[src/rtl/trli_pkg.sv]
// ----------------------------------------------------------------------------
// trli_pkg - shared types and constants of the track resampler
// Beat layouts, fixed-point widths and state encodings used by the top level
// and by the per-axis interpolation lane.
// ----------------------------------------------------------------------------
package trli_pkg;

    // fixed-point layout
    localparam int TIME_W    = 32;
    localparam int FRAC_BITS = 8;
    localparam int GRID_W    = TIME_W - FRAC_BITS;
    localparam int POS_W     = 24;
    localparam int GAP_W     = 8;
    localparam int DEN_W     = TIME_W + 1;
    localparam int MAG_W     = POS_W + 1;
    localparam int ITER_W    = $clog2(MAG_W);

    // reset value of the gap limit register, in whole seconds
    localparam logic [GAP_W-1:0] GAP_LIMIT_RST = GAP_W'(10);

    // -1.0 in coordinate format
    localparam logic signed [POS_W-1:0] NEG_ONE = POS_W'(-(2 ** FRAC_BITS));

    // input beat
    typedef struct packed {
        logic [TIME_W-1:0]       sample_time;
        logic signed [POS_W-1:0] pos_x;
        logic signed [POS_W-1:0] pos_y;
        logic signed [POS_W-1:0] pos_z;
        logic                    track_start;
    } t_in_beat;

    // output beat
    typedef struct packed {
        logic [GRID_W-1:0]       grid_time;
        logic signed [POS_W-1:0] out_x;
        logic signed [POS_W-1:0] out_y;
        logic signed [POS_W-1:0] out_z;
        logic                    in_gap;
        logic                    run_cut;
        logic                    last_of_run;
    } t_out_beat;

    // operands handed to one interpolation lane
    typedef struct packed {
        logic signed [POS_W-1:0] y1;
        logic signed [POS_W-1:0] y2;
        logic signed [DEN_W-1:0] num;
        logic signed [DEN_W-1:0] den;
    } t_lane_req;

    // top level sequencer
    typedef enum logic [2:0] {
        S_IDLE,
        S_CHECK,
        S_LAUNCH,
        S_CALC,
        S_OUT
    } t_state;

    // interpolation lane sequencer
    typedef enum logic [2:0] {
        L_IDLE,
        L_PREP,
        L_ITER,
        L_ROUND,
        L_FIN
    } t_lane_state;

endpackage

[src/rtl/trli_axis_div.sv]
// ----------------------------------------------------------------------------
// trli_axis_div - one axis of the linear interpolation
// Computes y1 + round(dy * num / den) with num clamped to [0, den], feeding
// |dy| in one bit per cycle, MSB first, through a multiply-and-reduce loop
// that keeps a remainder below den and a quotient with digits 0..2.
// ----------------------------------------------------------------------------
module trli_axis_div
    import trli_pkg::*;
(
    input  logic                    i_clk,
    input  logic                    i_rst_n,
    input  logic                    i_start,
    input  t_lane_req               i_req,
    output logic                    o_done,
    output logic signed [POS_W-1:0] o_res
);

    localparam logic [ITER_W-1:0] ITER_LAST = ITER_W'(MAG_W - 1);

    t_lane_state r_state, n_state;

    logic signed [POS_W-1:0] r_y1;
    logic signed [POS_W-1:0] r_y2;
    logic signed [MAG_W-1:0] r_dy;
    logic [TIME_W-1:0]       r_den;
    logic [TIME_W-1:0]       r_num;
    logic                    r_take_y2;
    logic [MAG_W-1:0]        r_a;
    logic                    r_neg;
    logic [TIME_W-1:0]       r_rem;
    logic [MAG_W-1:0]        r_q;
    logic [ITER_W-1:0]       r_cnt;
    logic                    r_done;
    logic signed [POS_W-1:0] r_res;

    // load side: clamp of the segment parameter and the coordinate step
    logic                    ld_den_pos;
    logic [TIME_W-1:0]       ld_num;
    logic signed [MAG_W-1:0] ld_dy;

    // iteration side
    logic [TIME_W+1:0]       it_add;
    logic [TIME_W+1:0]       it_sum;
    logic [TIME_W+1:0]       it_den1;
    logic [TIME_W+1:0]       it_den2;
    logic [TIME_W+1:0]       it_rem;
    logic [1:0]              it_digit;
    logic [MAG_W:0]          it_q;

    // rounding and final sum
    logic [TIME_W:0]         rd_sum;
    logic                    rd_inc;
    logic signed [MAG_W:0]   fn_mag;
    logic signed [MAG_W:0]   fn_y1;
    logic signed [MAG_W:0]   fn_sum;

    // state register
    always_ff @(posedge i_clk) begin
        if (!i_rst_n) begin
            r_state <= L_IDLE;
        end else begin
            r_state <= n_state;
        end
    end

    // next state
    always_comb begin
        n_state = r_state;
        unique case (r_state)
            L_IDLE:  if (i_start) n_state = L_PREP;
            L_PREP:  n_state = r_take_y2 ? L_FIN : L_ITER;
            L_ITER:  if (r_cnt == ITER_LAST) n_state = L_ROUND;
            L_ROUND: n_state = L_FIN;
            L_FIN:   n_state = L_IDLE;
            default: n_state = L_IDLE;
        endcase
    end

    // operand load with clamp
    always_comb begin
        ld_den_pos = (i_req.den > $signed(DEN_W'(0)));
        if (i_req.num < $signed(DEN_W'(0))) begin
            ld_num = '0;
        end else if (i_req.num > i_req.den) begin
            ld_num = i_req.den[TIME_W-1:0];
        end else begin
            ld_num = i_req.num[TIME_W-1:0];
        end
        ld_dy = MAG_W'({i_req.y2[POS_W-1], i_req.y2}) - MAG_W'({i_req.y1[POS_W-1], i_req.y1});
    end

    // one multiply-and-reduce step: rem = 2*rem + bit*num, reduced below den
    always_comb begin
        it_add  = r_a[MAG_W-1] ? {2'b00, r_num} : '0;
        it_sum  = {1'b0, r_rem, 1'b0} + it_add;
        it_den1 = {2'b00, r_den};
        it_den2 = {1'b0, r_den, 1'b0};
        if (it_sum >= it_den2) begin
            it_rem   = it_sum - it_den2;
            it_digit = 2'd2;
        end else if (it_sum >= it_den1) begin
            it_rem   = it_sum - it_den1;
            it_digit = 2'd1;
        end else begin
            it_rem   = it_sum;
            it_digit = 2'd0;
        end
        it_q = {r_q, 1'b0} + {{(MAG_W-1){1'b0}}, it_digit};
    end

    // round half away from zero on the magnitude, then apply the sign
    always_comb begin
        rd_sum = {1'b0, r_rem} + {2'b00, r_den[TIME_W-1:1]};
        rd_inc = (rd_sum >= {1'b0, r_den});
        fn_mag = $signed({1'b0, r_q});
        fn_y1  = $signed({{2{r_y1[POS_W-1]}}, r_y1});
        fn_sum = r_neg ? (fn_y1 - fn_mag) : (fn_y1 + fn_mag);
    end

    // datapath
    always_ff @(posedge i_clk) begin
        unique case (r_state)
            L_IDLE: begin
                if (i_start) begin
                    r_y1      <= i_req.y1;
                    r_y2      <= i_req.y2;
                    r_dy      <= ld_dy;
                    r_den     <= i_req.den[TIME_W-1:0];
                    r_num     <= ld_num;
                    r_take_y2 <= !ld_den_pos;
                end
            end
            L_PREP: begin
                r_a   <= r_dy[MAG_W-1] ? MAG_W'(-r_dy) : MAG_W'(r_dy);
                r_neg <= r_dy[MAG_W-1];
                r_rem <= '0;
                r_q   <= '0;
                r_cnt <= '0;
            end
            L_ITER: begin
                r_rem <= it_rem[TIME_W-1:0];
                r_q   <= it_q[MAG_W-1:0];
                r_a   <= {r_a[MAG_W-2:0], 1'b0};
                r_cnt <= r_cnt + ITER_W'(1);
            end
            L_ROUND: begin
                r_q <= r_q + MAG_W'(rd_inc);
            end
            L_FIN: begin
                r_res <= r_take_y2 ? r_y2 : fn_sum[POS_W-1:0];
            end
            default: begin
            end
        endcase
    end

    // done strobe
    always_ff @(posedge i_clk) begin
        if (!i_rst_n) begin
            r_done <= 1'b0;
        end else begin
            r_done <= (r_state == L_FIN);
        end
    end

    assign o_done = r_done;
    assign o_res  = r_res;

    // magnitude of the coordinate step
    function automatic logic [MAG_W-1:0] step_mag();
        logic [MAG_W-1:0] v;
        v = r_dy[MAG_W-1] ? MAG_W'(-r_dy) : MAG_W'(r_dy);
        return v;
    endfunction

    // remainder stays reduced below the spacing while iterating
    a_rem_reduced: assert property (@(posedge i_clk) disable iff (!i_rst_n)
        (r_state == L_ITER && !r_take_y2) |-> (r_rem < r_den))
        else $error("lane remainder not below spacing");

    // rounded magnitude never exceeds the coordinate step
    a_mag_bound: assert property (@(posedge i_clk) disable iff (!i_rst_n)
        (r_state == L_FIN && !r_take_y2) |-> (r_q <= step_mag()))
        else $error("lane magnitude above step");

    // done is a single-cycle strobe
    a_done_pulse: assert property (@(posedge i_clk) disable iff (!i_rst_n)
        o_done |=> !o_done)
        else $error("lane done held");

endmodule

[src/rtl/track_resample_linear_interp_unit.sv]
// ----------------------------------------------------------------------------
// track_resample_linear_interp_unit - resample a 3D track onto whole seconds
// Holds the previous sample and the next grid second, and for each later
// sample emits one interpolated (or gap-marked) point per grid second due.
// ----------------------------------------------------------------------------
// One sample is taken at a time; the input is stalled until every point it
// causes has been delivered. A sample that starts a track is absorbed in
// S_IDLE, and one that is due no grid second after S_CHECK. Each point is
// set up in S_CHECK and S_LAUNCH; an interpolated point then runs the lane
// load, a bit-serial multiply and reduce loop over the coordinate step (three
// axis lanes run side by side), rounding, and the lane result and its
// hand-back; every point ends with the output beat, which waits out any stall.
// Gap points skip the lanes. At most MAX_RUN points come from one sample; the
// last point of a sample carries last_of_run, and run_cut as well when more
// grid seconds were due and were dropped.
module track_resample_linear_interp_unit
    import trli_pkg::*;
#(
    parameter int MAX_RUN = 64
) (
    input  logic             i_clk,
    input  logic             i_rst_n,
    // configuration
    input  logic             i_cfg_we,
    input  logic [GAP_W-1:0] i_cfg_data,
    // sample beats
    input  logic             i_in_valid,
    output logic             o_in_stall,
    input  t_in_beat         i_in_data,
    // point beats
    output logic             o_out_valid,
    input  logic             i_out_stall,
    output t_out_beat        o_out_data
);

    localparam int CNT_W = $clog2(MAX_RUN + 1);
    localparam logic [CNT_W-1:0] RUN_FULL = CNT_W'(MAX_RUN);

    t_state r_state, n_state;

    logic [GAP_W-1:0]        r_gap_limit;
    logic [TIME_W-1:0]       r_prev_t;
    logic signed [POS_W-1:0] r_prev_x;
    logic signed [POS_W-1:0] r_prev_y;
    logic signed [POS_W-1:0] r_prev_z;
    logic [GRID_W-1:0]       r_ngs;
    logic                    r_have_prev;

    logic [TIME_W-1:0]       r_cur_t;
    logic signed [POS_W-1:0] r_cur_x;
    logic signed [POS_W-1:0] r_cur_y;
    logic signed [POS_W-1:0] r_cur_z;
    logic signed [DEN_W-1:0] r_den;
    logic signed [DEN_W-1:0] r_num;
    logic [GRID_W-1:0]       r_g;
    logic [CNT_W-1:0]        r_n;
    logic                    r_gap;
    logic                    r_last;
    logic                    r_cut;
    t_out_beat               r_out;

    logic                    in_acc;
    logic                    out_acc;
    logic                    first_smp;
    logic [GRID_W-1:0]       in_after;
    logic [GRID_W-1:0]       cur_after;
    logic                    due;
    logic [GRID_W-1:0]       g_next;
    logic [CNT_W-1:0]        n_next;
    logic                    next_due;
    logic signed [DEN_W-1:0] gap_span;

    logic                    lane_start;
    t_lane_req               req_x, req_y, req_z;
    logic                    x_done, y_done, z_done;
    logic signed [POS_W-1:0] x_res, y_res, z_res;

    // handshake and grid bookkeeping
    always_comb begin
        in_acc    = i_in_valid && !o_in_stall;
        out_acc   = o_out_valid && !i_out_stall;
        first_smp = i_in_data.track_start || !r_have_prev;
        in_after  = i_in_data.sample_time[TIME_W-1:FRAC_BITS] + GRID_W'(1);
        cur_after = r_cur_t[TIME_W-1:FRAC_BITS] + GRID_W'(1);
        due       = (r_g <= r_cur_t[TIME_W-1:FRAC_BITS]);
        g_next    = r_g + GRID_W'(1);
        n_next    = r_n + CNT_W'(1);
        next_due  = (g_next <= r_cur_t[TIME_W-1:FRAC_BITS]);
        gap_span  = $signed({{(DEN_W-GAP_W-FRAC_BITS){1'b0}}, r_gap_limit,
                             {FRAC_BITS{1'b0}}});
    end

    // state register
    always_ff @(posedge i_clk) begin
        if (!i_rst_n) begin
            r_state <= S_IDLE;
        end else begin
            r_state <= n_state;
        end
    end

    // next state
    always_comb begin
        n_state = r_state;
        unique case (r_state)
            S_IDLE:   if (in_acc && !first_smp) n_state = S_CHECK;
            S_CHECK:  n_state = due ? S_LAUNCH : S_IDLE;
            S_LAUNCH: n_state = r_gap ? S_OUT : S_CALC;
            S_CALC:   if (x_done) n_state = S_OUT;
            S_OUT: begin
                if (out_acc) begin
                    n_state = r_last ? S_IDLE : S_CHECK;
                end
            end
            default:  n_state = S_IDLE;
        endcase
    end

    // configuration register
    always_ff @(posedge i_clk) begin
        if (!i_rst_n) begin
            r_gap_limit <= GAP_LIMIT_RST;
        end else if (i_cfg_we) begin
            r_gap_limit <= i_cfg_data;
        end
    end

    // held sample and grid position
    always_ff @(posedge i_clk) begin
        if (!i_rst_n) begin
            r_prev_t    <= '0;
            r_prev_x    <= '0;
            r_prev_y    <= '0;
            r_prev_z    <= '0;
            r_ngs       <= '0;
            r_have_prev <= 1'b0;
        end else begin
            unique case (r_state)
                S_IDLE: begin
                    if (in_acc && first_smp) begin
                        r_prev_t    <= i_in_data.sample_time;
                        r_prev_x    <= i_in_data.pos_x;
                        r_prev_y    <= i_in_data.pos_y;
                        r_prev_z    <= i_in_data.pos_z;
                        r_ngs       <= in_after;
                        r_have_prev <= 1'b1;
                    end
                end
                S_CHECK: begin
                    if (!due) begin
                        r_prev_t <= r_cur_t;
                        r_prev_x <= r_cur_x;
                        r_prev_y <= r_cur_y;
                        r_prev_z <= r_cur_z;
                        r_ngs    <= r_g;
                    end
                end
                S_OUT: begin
                    if (out_acc && r_last) begin
                        r_prev_t <= r_cur_t;
                        r_prev_x <= r_cur_x;
                        r_prev_y <= r_cur_y;
                        r_prev_z <= r_cur_z;
                        r_ngs    <= r_cut ? cur_after : g_next;
                    end
                end
                default: begin
                end
            endcase
        end
    end

    // run datapath and output register
    always_ff @(posedge i_clk) begin
        unique case (r_state)
            S_IDLE: begin
                if (in_acc) begin
                    r_cur_t <= i_in_data.sample_time;
                    r_cur_x <= i_in_data.pos_x;
                    r_cur_y <= i_in_data.pos_y;
                    r_cur_z <= i_in_data.pos_z;
                    r_den   <= $signed({1'b0, i_in_data.sample_time})
                             - $signed({1'b0, r_prev_t});
                    r_g     <= r_ngs;
                    r_n     <= '0;
                end
            end
            S_CHECK: begin
                r_num  <= $signed({1'b0, r_g, {FRAC_BITS{1'b0}}})
                        - $signed({1'b0, r_prev_t});
                r_gap  <= (r_den > gap_span);
                r_last <= (n_next == RUN_FULL) || !next_due;
                r_cut  <= (n_next == RUN_FULL) && next_due;
            end
            S_LAUNCH: begin
                if (r_gap) begin
                    r_out.grid_time   <= r_g;
                    r_out.out_x       <= NEG_ONE;
                    r_out.out_y       <= NEG_ONE;
                    r_out.out_z       <= NEG_ONE;
                    r_out.in_gap      <= 1'b1;
                    r_out.run_cut     <= r_cut;
                    r_out.last_of_run <= r_last;
                end
            end
            S_CALC: begin
                if (x_done) begin
                    r_out.grid_time   <= r_g;
                    r_out.out_x       <= x_res;
                    r_out.out_y       <= y_res;
                    r_out.out_z       <= z_res;
                    r_out.in_gap      <= 1'b0;
                    r_out.run_cut     <= r_cut;
                    r_out.last_of_run <= r_last;
                end
            end
            S_OUT: begin
                if (out_acc && !r_last) begin
                    r_g <= g_next;
                    r_n <= n_next;
                end
            end
            default: begin
            end
        endcase
    end

    // axis lanes
    always_comb begin
        lane_start = (r_state == S_LAUNCH) && !r_gap;
        req_x = '{y1: r_prev_x, y2: r_cur_x, num: r_num, den: r_den};
        req_y = '{y1: r_prev_y, y2: r_cur_y, num: r_num, den: r_den};
        req_z = '{y1: r_prev_z, y2: r_cur_z, num: r_num, den: r_den};
    end

    trli_axis_div u_lane_x (
        .i_clk   (i_clk),
        .i_rst_n (i_rst_n),
        .i_start (lane_start),
        .i_req   (req_x),
        .o_done  (x_done),
        .o_res   (x_res)
    );

    trli_axis_div u_lane_y (
        .i_clk   (i_clk),
        .i_rst_n (i_rst_n),
        .i_start (lane_start),
        .i_req   (req_y),
        .o_done  (y_done),
        .o_res   (y_res)
    );

    trli_axis_div u_lane_z (
        .i_clk   (i_clk),
        .i_rst_n (i_rst_n),
        .i_start (lane_start),
        .i_req   (req_z),
        .o_done  (z_done),
        .o_res   (z_res)
    );

    // ports
    assign o_in_stall  = (r_state != S_IDLE);
    assign o_out_valid = (r_state == S_OUT);
    assign o_out_data  = r_out;

    // the three lanes run in lock step
    a_lanes_lockstep: assert property (@(posedge i_clk) disable iff (!i_rst_n)
        (x_done == y_done) && (y_done == z_done))
        else $error("axis lanes out of step");

    // no sample taken while a point waits
    a_no_take_while_out: assert property (@(posedge i_clk) disable iff (!i_rst_n)
        !o_in_stall |-> !o_out_valid)
        else $error("sample taken with point pending");

    // run counter stays below the cap
    a_run_bound: assert property (@(posedge i_clk) disable iff (!i_rst_n)
        (r_state != S_IDLE) |-> (r_n < RUN_FULL))
        else $error("run counter beyond cap");

    // a cut run ends on that point
    a_cut_is_last: assert property (@(posedge i_clk) disable iff (!i_rst_n)
        (o_out_valid && o_out_data.run_cut) |-> o_out_data.last_of_run)
        else $error("run cut on inner point");

    // gap points carry -1.0 on every axis
    a_gap_coords: assert property (@(posedge i_clk) disable iff (!i_rst_n)
        (o_out_valid && o_out_data.in_gap) |->
            (o_out_data.out_x == NEG_ONE && o_out_data.out_y == NEG_ONE
             && o_out_data.out_z == NEG_ONE))
        else $error("gap point with coordinates");

endmodule

[config.mk]
export PLATFORM = sky130hd
export DESIGN_NAME = track_resample_linear_interp_unit
export DESIGN_NICKNAME = d
export VERILOG_FILES = /design/src/rtl/trli_pkg.sv /design/src/rtl/trli_axis_div.sv /design/src/rtl/track_resample_linear_interp_unit.sv
export SDC_FILE = /design/constraint.sdc
export NUM_CORES = 2
export LEC_CHECK = 0
export BUFFER_PORTS_ARGS = -buffer_cell sky130_fd_sc_hd__buf_4
export CAP_MARGIN = 20
export CORE_MARGIN = 1
export CORE_UTILIZATION = 55
export DETAILED_ROUTE_END_ITERATION = 10
export PLACE_DENSITY = 0.82
export SYNTH_ARGS = -nofsm -noshare
export SYNTH_HDL_FRONTEND = slang
export SYNTH_SLANG_ARGS = --single-unit
export TNS_END_PERCENT = 1
[constraint.sdc]
create_clock -name i_clk -period 31.6 [get_ports i_clk]
set_input_delay 1.58 -clock i_clk [delete_from_list [all_inputs] [get_ports i_clk]]
set_output_delay 1.58 -clock i_clk [all_outputs]
set_load 0.05 [all_outputs]
==> impl_metrics.csv <==
group,metric,value,unit
status,outcome,"finished, final reports clean",
drt,route.detailed.drc,0,
finish,num-fill-cells,12300,
worst_setup_path,cp_top_family,"compound AO/OA/AOI/OAI gates",
drt,routed_wl,254000,um
timing,worstMarginPinSlew,1.22,ns
yosys,yosysWarnings,0,
place,port_buffers,218,
worst_setup_path,crit_buf_inv,2,
cts,path_clk_slew,0.06,ns
place,pre_cts_slack,23.28,ns
worst_setup_path,regToRegEndpoint,"u_lane_z.r_rem[16]",
drt,drtPass1Iterations,7,
power,ir_worst_vdd,0.0604,mV
yosys,synth-seq-cells,1200,
place,finalWeightedCongestion,1.02,
cts,postCtsResizedCells,0,
worst_setup_path,startpoint_type,"flip-flop",
yosys,ys_async_sr_fraction,0,
timing,fin_hold_ws,0.428,ns
worst_setup_path,setup.worst_path.end_class,"flip-flop",
die,die_h,393,um
die,fp.dieArea,0.154,mm^2
worst_setup_path,required,32.17,ns
timing,rsz0062_at_grt,"false",
cts,clock_latency,0.79,ns
worst_setup_path,cp_max_fo,32,
cts,htreeDepth,4,
worst_setup_path,cp_slowest_cell,"o311ai_0",
grt,antenna_found_initial,23,
die,rows,143,
worst_setup_path,crit_path_start,"u_lane_z.r_a[24]",
worst_hold_path,hold_class,"reg2reg",
die,die_w,393,um
grt,grt-ovfl-total,0,
yosys,synth-edff-count,1050,
timing,layout_setup_ws,22.94,ns
drt,wl_per_cell,23.5,um
finish,final_layout_size_suffix_gt1_frac,0.0775,
yosys,syn_avg_cell_area,9.82,um^2
worst_setup_path,rrSetupSlack,22.94,ns
timing,drv_slew,0,
grt,grt_pass1_vias,66100,
yosys,synth_cells,8557,
timing,fin_crit_sh,0.274,
grt,track_usage,0.322,
yosys,synth_area,0.0840,mm^2
place,dp_hpwl,187000,um
grt,grt_max_degree,99,
yosys,synth_cell_types,101,
power,p_total,0.00580,W
timing,finalCriticalPeriod,8.66,ns
timing,clock.fmax,115,MHz
die,start_util,0.554,
cts,cts_buffers,135,
worst_setup_path,ff2ff_path_depth,26,
timing,fin_tns_setup,0,ns
worst_setup_path,critPathKind,"reg2reg",
timing,fin_skew,0.0466,ns
timing,relSlewSlack,0.190,
yosys,synthFlopType,"edfxtp_1",
finish,layout_commonest_cell,"edfxtp_1",
die,io_pins,219,
worst_hold_path,hold_depth,0,
flow_run,maxCapViolCount,0,
power,p_leak,36.3,nW
cts,clockBufferDepth,3,
worst_setup_path,critPathArrivalTime,9.23,ns
yosys,synth_seq_area_share,0.411,
cts,clock-sinks,1200,
worst_setup_path,slowest_delay,0.87,ns
worst_setup_path,rr_startpoint,"u_lane_z.r_a[24]",
yosys,synth.net_count,9483,
worst_hold_path,worstHoldStart,"r_prev_z[3]",
cts,cts.repair_timing.setup_buffer_count,0,
grt,grt_pass1_wl,384000,um
finish,final_cell_mix,"1,050 x edfxtp_1, 789 x ha_1, 580 x nand2_1, 570 x o21ai_0, 545 x nor2_1",
finish,layout.nets,9598,
timing,hold_viol,0,
timing,setup_viol,0,
cts,ctsRootBufferMaster,"clkbuf_16",
cts,hold_buffers,0,
drt,viasPerCell,6.44,
drt,vias,69700,
finish,area_growth_syn_to_layout,9.97,%
die,placeableCoreArea,0.152,mm^2
drt,drtIter0Drc,7978,
cts,cts_tree,"built",
power,p_per_area,62.7,mW/mm^2
worst_hold_path,holdPathEnd,"u_lane_z.r_y1[3]",
finish,final_core_util,0.609,
drt,drtAntennaViolNets,0,
==> worst max path at each step <==
stage	end	slack [ns]	cells past startpoint
3_5_place_dp	u_lane_z.r_q[23]	23.28	33
6_report	u_lane_z.r_rem[16]	22.94	26
3_3_place_gp	u_lane_z.r_q[23]	23.41	33
5_1_grt	u_lane_z.r_q[23]	22.50	33
4_1_cts	u_lane_z.r_q[23]	23.29	33
2_1_floorplan	u_lane_y.r_den[0]	16.73	5
==> metal layers <==
| metal | global-route usage | up-vias | part of all wire |
|---|---|---|---|
| met5 | 0 | - | 0.00041 |
| met4 | 0.137 | 14 | 0.045 |
| met3 | 0.0564 | 605 | 0.10 |
| met2 | 0.491 | 3579 | 0.44 |
| met1 | 0.449 | 33500 | 0.42 |
| li1 | - | 32000 | - |
==> synthesized netlist by cell type (89+ instances only) <==
cell,n,share of area
nor2_1,551,0.025
nand3_1,212,0.013
a21oi_1,518,0.031
edfxtp_1,1050,0.38
nand4_1,106,0.0079
mux2i_1,125,0.015
nor3_1,158,0.0094
o21ai_0,573,0.034
nand2_1,581,0.026
and3_1,111,0.0083
nand2b_1,130,0.0097
xor2_1,282,0.029
inv_1,514,0.023
nor2b_1,93,0.0069
o22ai_1,89,0.0066
clkbuf_1,269,0.012
a211oi_1,324,0.029
dfxtp_1,150,0.036
ha_1,789,0.12
and2_1,139,0.010
a21o_1,249,0.022
xnor2_1,514,0.054
o21a_1,101,0.0090
==> through the flow <==
stage          cell area [um^2]  instances
6_report                  92400      10800
4_1_cts                   92300      10800
3_5_place_dp              87600      10600
2_1_floorplan             84000       8557
5_1_grt                   92400      10800
3_3_place_gp              87600      10600
==> cells by family after synthesis <==
| group | share of synthesized area |
|---|---|
| xor gates and xnor gates | 0.0830 |
| adders and majority gates | 0.122 |
| muxes | 0.0263 |
| buffers and inverters | 0.0377 |
| and+or+nand+nor | 0.139 |
| DFF | 0.411 |
| AOI/OAI and AO/OA | 0.181 |
==> area by class of cell <==
class | instances | area, um^2 | share of cell area
well taps | 2030 | 2540 | 0.0275
repair buffers | 285 | 2190 | 0.0237
diodes | 10 | 25.0 | 0.000271
flip-flops and latches | 1200 | 34500 | 0.374
clock buffers | 171 | 3640 | 0.0395
inverters | 516 | 1940 | 0.0210
clock inverters | 80 | 1040 | 0.0112
multi-input cells | 6534 | 46500 | 0.503
==> worst register-to-register path, stage by stage, from the launching register on <==
cell and delay [ns]:
edfxtp_1 0.35, buf_4 0.23, and2_1 0.21, ha_1 0.22
fa_1 0.45, a211oi_2 0.24, o211ai_1 0.22, a221oi_2 0.41
o21ai_1 0.23, o311ai_2 0.42, nor3_1 0.19, o21ai_0 0.29
nand2_1 0.09, o311ai_0 0.87, ha_1 0.45, a21oi_1 0.24
o21bai_1 0.09, a21oi_1 0.19, nor2b_1 0.07, o21a_1 0.17
a2111oi_0 0.87, nor3b_1 0.28, nand4_1 0.36, and2_1 0.50
buf_4 0.38, mux2i_1 0.17, a211oi_1 0.28
==> registers in the layout, indices dropped and copies added (netlist names), 32 cells and up <==
register and flops:
r_prev_t 32, u_lane_y.r_den 32, o_out_data 99, r_cur_t 32, u_lane_z.r_rem 32, u_lane_x.r_rem 32
u_lane_z.r_den 32, r_den 33, u_lane_y.r_rem 32, u_lane_y.r_num 32, r_num 33, u_lane_x.r_den 32
u_lane_z.r_num 32, u_lane_x.r_num 32
==> where the power goes <==
part           switching [W]  leakage, nW  internal [W]
Combinational        0.00121         23.1      0.000736
Clock               0.000709         2.26      0.000957
Sequential          0.000203         10.9       0.00198
Note: power is estimated with default switching activity, not from simulation.
